File: config.mk
export PLATFORM = sky130hd
export DESIGN_NAME = chs_ctrl
export DESIGN_NICKNAME = d
export VERILOG_FILES = /design/src/rtl/chs_pkg.sv /design/src/rtl/chs_ctrl.sv
export SDC_FILE = /design/constraint.sdc
export NUM_CORES = 1
export LEC_CHECK = 0
export ABC_AREA = 1
export BUFFER_PORTS_ARGS = -buffer_cell sky130_fd_sc_hd__buf_2
export CORE_AREA = 10 10 47 49
export CTS_CLUSTER_DIAMETER = 30
export DETAILED_ROUTE_END_ITERATION = 16
export DIE_AREA = 0 0 57 59
export PLACE_DENSITY = 0.45
export SLEW_MARGIN = 20
export SYNTH_ARGS = -nofsm -noshare
export SYNTH_HDL_FRONTEND = slang
export SYNTH_SLANG_ARGS = --single-unit
export TNS_END_PERCENT = 20
File: constraint.sdc
create_clock -name aclk -period 1.2 [get_ports aclk]
set_input_delay 0.06 -clock aclk [delete_from_list [all_inputs] [get_ports aclk]]
set_output_delay 0.06 -clock aclk [all_outputs]
set_load 0.005 [all_outputs]
File: src/rtl/chs_pkg.sv
// Shared types, constants and command/status structures for the chained hash set.
package chs_pkg;

    localparam int BUCKETS   = 1024;
    localparam int NODES     = 1024;
    localparam int KEY_BITS  = 32;
    localparam int SIZE_W    = 11;
    localparam int CNT_W     = 11;
    localparam int STATUS_W  = 3;
    localparam int BKT_W     = $clog2(BUCKETS);
    localparam int NODE_W    = $clog2(NODES);
    localparam int USED_W    = $clog2(NODES + 1);
    localparam int LEN_W     = $clog2(NODES + 1);
    localparam int BIT_W     = $clog2(KEY_BITS);
    localparam int SIZE_RESET = 1021;

    localparam logic [STATUS_W-1:0] ST_FOUND     = 3'd0;
    localparam logic [STATUS_W-1:0] ST_MISSING   = 3'd1;
    localparam logic [STATUS_W-1:0] ST_INSERTED  = 3'd2;
    localparam logic [STATUS_W-1:0] ST_DUPLICATE = 3'd3;
    localparam logic [STATUS_W-1:0] ST_FULL      = 3'd4;

    localparam logic ACT_SEARCH = 1'b0;
    localparam logic ACT_INSERT = 1'b1;

    typedef enum logic [2:0] {
        S_CLEAR,
        S_IDLE,
        S_DIV,
        S_BREAD,
        S_BLOAD,
        S_WALK,
        S_NCMP,
        S_FIN
    } state_t;

    typedef struct packed {
        logic clr_wr;
        logic load;
        logic div_step;
        logic bload;
        logic ncmp;
        logic commit;
    } cmd_t;

    typedef struct packed {
        logic clr_last;
        logic div_last;
        logic chain_more;
        logic out_free;
    } stat_t;

endpackage

File: src/rtl/chs_ctrl.sv
// Controller state machine that sequences hashing, chain walk and update.
module chs_ctrl (
    input  logic            aclk,
    input  logic            aresetn,
    input  logic            in_valid,
    output logic            in_ready,
    input  chs_pkg::stat_t  stat,
    output chs_pkg::cmd_t   cmd
);

    chs_pkg::state_t state_reg, state_next;

    always_ff @(posedge aclk) begin
        if (!aresetn) begin
            state_reg <= chs_pkg::S_CLEAR;
        end else begin
            state_reg <= state_next;
        end
    end

    always_comb begin
        state_next = state_reg;
        cmd        = '0;
        in_ready   = 1'b0;
        case (state_reg)
            chs_pkg::S_CLEAR: begin
                cmd.clr_wr = 1'b1;
                if (stat.clr_last) begin
                    state_next = chs_pkg::S_IDLE;
                end
            end
            chs_pkg::S_IDLE: begin
                in_ready = 1'b1;
                if (in_valid) begin
                    cmd.load   = 1'b1;
                    state_next = chs_pkg::S_DIV;
                end
            end
            chs_pkg::S_DIV: begin
                cmd.div_step = 1'b1;
                if (stat.div_last) begin
                    state_next = chs_pkg::S_BREAD;
                end
            end
            chs_pkg::S_BREAD: begin
                state_next = chs_pkg::S_BLOAD;
            end
            chs_pkg::S_BLOAD: begin
                cmd.bload  = 1'b1;
                state_next = chs_pkg::S_WALK;
            end
            chs_pkg::S_WALK: begin
                // The node memory is read at the current node during this cycle.
                if (stat.chain_more) begin
                    state_next = chs_pkg::S_NCMP;
                end else begin
                    state_next = chs_pkg::S_FIN;
                end
            end
            chs_pkg::S_NCMP: begin
                cmd.ncmp   = 1'b1;
                state_next = chs_pkg::S_WALK;
            end
            chs_pkg::S_FIN: begin
                if (stat.out_free) begin
                    cmd.commit = 1'b1;
                    state_next = chs_pkg::S_IDLE;
                end
            end
            default: begin
                state_next = chs_pkg::S_IDLE;
            end
        endcase
    end

endmodule

# Word-level counts from Yosys, hierarchy flattened
# Index checks and enable logic that the tools add are counted.
[classes]
n_shift = 0
n_mux = 15
n_reduce_logical = 3
div = 0
bitwise = 0
eq_ne = 11
n_addsub = 0
n_mul = 0
n_lt_le_gt_ge = 0
[op_table]
columns = ["cell", "count"]
rows = [
  ["one-hot mux 3 bit (7 select lines)", 1],
  ["equality test 3 bit (second input constant)", 4],
  ["2-to-1 mux 3 bit", 4],
  ["2-to-1 mux 1 bit", 10],
  ["!= test 2 bit (second input constant)", 4],
  ["equality test 3 x 2 -> 1 bit (second input constant)", 2],
  ["AND reduction 4 bit", 1],
  ["equality test 3 x 1 -> 1 bit (second input constant)", 1],
  ["zero test 3 bit", 1],
  ["OR reduction 2 bit", 1],
]
[totals]
latchBits = 0
n_memories = 0
regBits = 3
ramBits = 0
word_cells = 30
romBits = 0

# Longest topological paths before layout
[depth]
depth_word = 3
depth_mapped = 9

# Worst setup path after synthesis
# Ideal clock, no wire load.
[synth_path]
path_kind = "reg2reg"
from = "reg state_reg[0]"
to = "reg state_reg[1]"
period_less_slack_ns = 1.045
stages_incl_launch_ff = 9
setup_ns = 0.114
arrival_time_ns = 0.931
path_slack_ns = 0.155
cell_sequence = "dfxtp_1 buf_6 nand3_1 nor2_2 nor2_4 nand2_2 nand2_1 nand2_1 nor2_2"
[synth_via]
elab_chain_len = 3
[synth_lines]
columns = ["element", "line_no", "text"]
rows = [
  ["start: declaration", "chs_ctrl.sv:11", "chs_pkg::state_t state_reg, state_next;"],
  ["start signal: assignment", "chs_ctrl.sv:15", "state_reg <= chs_pkg::S_CLEAR;"],
  ["start signal: assignment", "chs_ctrl.sv:17", "state_reg <= state_next;"],
  ["equality test 3 bit (tied with other cells)", "chs_ctrl.sv:25", "case (state_reg)"],
  ["OR reduction 2 bit (no source line) or != test 2 bit (tied branches)", "--", ""],
  ["one-hot mux 3 bit (7 select lines) or AND reduction 4 bit (tied branches)", "--", ""],
]
# Parallel ways exist; a longest one is shown, timed or not.
# A chain may end at the register's enable or synchronous reset.

==> impl_results.md <==
- CTS H-tree lvls: 1
- Placer Congestion: 0.760
- Critical path startpoint category: flop
- DRC viols: 0
- Final Core Density: between 30% and 40%
- #FFs+latches synth: 3
- Adder-Cell Fraction of Synth Area: 0%
- Core ar.: 1400 sq um
- Routed length per instance: 9.20 um
- DRT iter0 DRCs: 4
- Fin crit period: 1.11 ns
- Crit Path Max Fanout: 5
- Pwr Total: 0.873 mW
- Status: finished, final reports clean
- Grt ovf: 0
- Multi-input logic area: between 150 and 200 sq um
- Setup ws final: 0.0947 ns
- Clock Tree Buf Depth: 2
- Most numerous cell in the Yosys netlist: inv_1
- Initial antenna violation count: 0
- Slew of the pin with the lowest slew margin: 0.153 ns
- Post-synth EDFFs: 0
- Clock Pin Slew Worst Setup and Hold Paths: 0.04 ns
- Die ar.: 3360 sq um
- First-pass GRT wire length: 1.29 mm
- Via count: 319
- Hold endpoint: state_reg[2]
- Post-synth top area cell: dfxtp_1
- Synth top area cells: dfxtp_1, nor2_2, inv_1, nor3_1, nand2_1
- Largest family of logic cells by synthesized area: simple AND/OR/NAND/NOR gates
- Synth top cells by count: inv_1, nand2_1, nor2_1, nor2_2, nor3_1
- Setup bufs post-CTS: 0
- Final setup fails: 0
- Syn nets: between 40 and 50
- Netlist Area Pre-Place: 264 sq um
- Critical path capture point type: output pin
- Setup TNS: 0 ns
- Post-Route WL: 727 um
- Reg-to-Reg End: state_reg[1]
- Largest register FFs: 3
- Max Cap Violations: 0
- Total track usage: 4.71%
- Setup Skew: between 0.002 and 0.0025 ns
- Area fraction in compound gates after synthesis: 11.4%
- Clock root buffer: clkbuf_4
- Number of global-route vias before repair: 330
- N_diodes: 0
- Die width: 57 um
- Initial Util: 18.8%
- FF-to-FF Start: state_reg[0]
- Worst hold stages: 2
- Final hold viol count: 0
- Xor and xnor area share after synthesis: 0%
- Peak Freq: 905 MHz
- Pre-antenna DRT Iters: 4
- Nets: 71
- Reg2reg path depth: 9
- Max Slew Vio Count: 0
- I/O Buffers: 13
- Yosys top cell area share: between 20 and 25%
- CTS tree: built
- Clk Latency, worst-skew pair: 0.23 ns
- Worst Setup Path Type: flop to output pin
- Ys Warns: 0
- Hpwl dp: approximately 630 um
- WP data arrival: 1.05 ns
- Cell count after synthesis: 42
- Drt via density: around 4.0
- Distinct cell type count after synthesis: 17
- Row cnt: 14
- CTS Buf Count: 3
- IO Pins: 14
- Post-synthesis mux area share: 0%
- Die Height: 59 um
- LEAKAGE: 0.233 nW
- Largest net degree at the start of global routing: 10
- Hold Path Class: input pin to flop
- PwrDens: 2050 nW/um^2
- Share of cells above drive strength 1: 55.6%
- Slew headroom: 89.7%
- Worst VDD drop: 0.706 mV
- RSZ-0062 raised after global routing: no
- Filler instances: 177
- Async SR Flop Fraction: 0%
- Tcrit/Tclk final: 92.1%
- ANT nets after route: 0
- FF-to-FF setup slack: 0.15 ns
- Area growth syn-to-layout: 61.1%
- Critical path required time: 1.14 ns
- Register area: 66.3 sq um
- Most used DFF post-synth: dfxtp_1
- Synthesized area per cell: 6.29 sq um
- HP Start: aresetn
- Pre-CTS WS: 0.0942 ns
- Post-synthesis simple-gate area fraction: 48.8%
- Share of the yosys chip area belonging to registers: roughly 23%
- Clock Sink Count: 3
## how the worst max path moves through the flow
stage	start	endpoint	slack, ns	depth (start not counted)
4_1_cts	state_reg[1]	cmd[1]	0.03	4
2_1_floorplan	state_reg[0]	state_reg[1]	0.15	8
5_1_grt	state_reg[0]	state_reg[1]	0.01	9
6_report	state_reg[1]	cmd[1]	0.09	4
3_3_place_gp	state_reg[1]	state_reg[1]	0.1	7
3_5_place_dp	state_reg[1]	state_reg[1]	0.09	7
## critical path: stages, from the launching register on
cell and delay (ns):
dfxtp_4 0.36, inv_2 0.05, buf_4 0.14, nor3_2 0.13, buf_2 0.13
## where the power goes
group	switching, mW	leakage (nW)	internal [mW]
Clock	0.0477	0.0150	0.124
Sequential	0.0413	0.0261	0.147
Combinational	0.270	0.192	0.242
Total	0.359	0.233	0.513
## through the flow
stage                     cell area, sq um  hold WS [ns]  std cells
after global placement                 388         0.327         75
after CTS                              415        0.0842         79
after floorplan                        264         0.183         42
final                                  425        0.0836         79
after global routing                   425        0.0920         79
after detailed placement               388         0.327         75
## layout make-up
cell class / instances / share of cell area (%)
Timing Repair Buffer: 18 / 27.1
Tap cell: 16 / 4.71
Inverter: 9 / 7.94
Sequential cell: 3 / 15.6
Multi-Input combinational cell: 29 / 38.5
Clock buffer: 4 / 6.18
## placed cells by master (no fill, tap or decap)
cell      synthesis  layout
buf_2             0      13
inv_1             6       6
nand2_1           5       5
nor2_2            4       4
nor2_1            4       4
buf_4             0       4
inv_2             3       3
nor3_1            4       3
nand3_1           3       3
clkbuf_4          0       3
o21ai_0           2       2
dfxtp_2           0       2
nor3_2            0       1
nand3_2           1       1
nand3b_1          1       1
nor2_4            1       1
a31oi_1           1       1
a21oi_1           1       1
o31a_1            1       1
nand2_2           1       1
clkbuf_1          0       1
buf_12            0       1
dfxtp_4           0       1
## metal layers
metal / up-vias / GRT usage [%] / wire length [um]
met4: 0 / 4.03 / 0
met3: 0 / 1.93 / 53
met5: - / 0 / 0
li1: 175 / - / -
met1: 137 / 4.99 / 303
met2: 7 / 7.13 / 370
## cell families (layout without fill, tap and decap cells)
group           Yosys count  in the layout
compound gates            5              5
simple gates             24             24
buf+inv                  10             31
flops                     3              3
## timing repair
action | CTS | global route
endpoints found under the hold margin | 0 | 0
setup endpoints to repair | 1 | 4
hold buffers | 0 | 0
resized for setup | 1 | 4
Power figures use the tool's default switching activity.
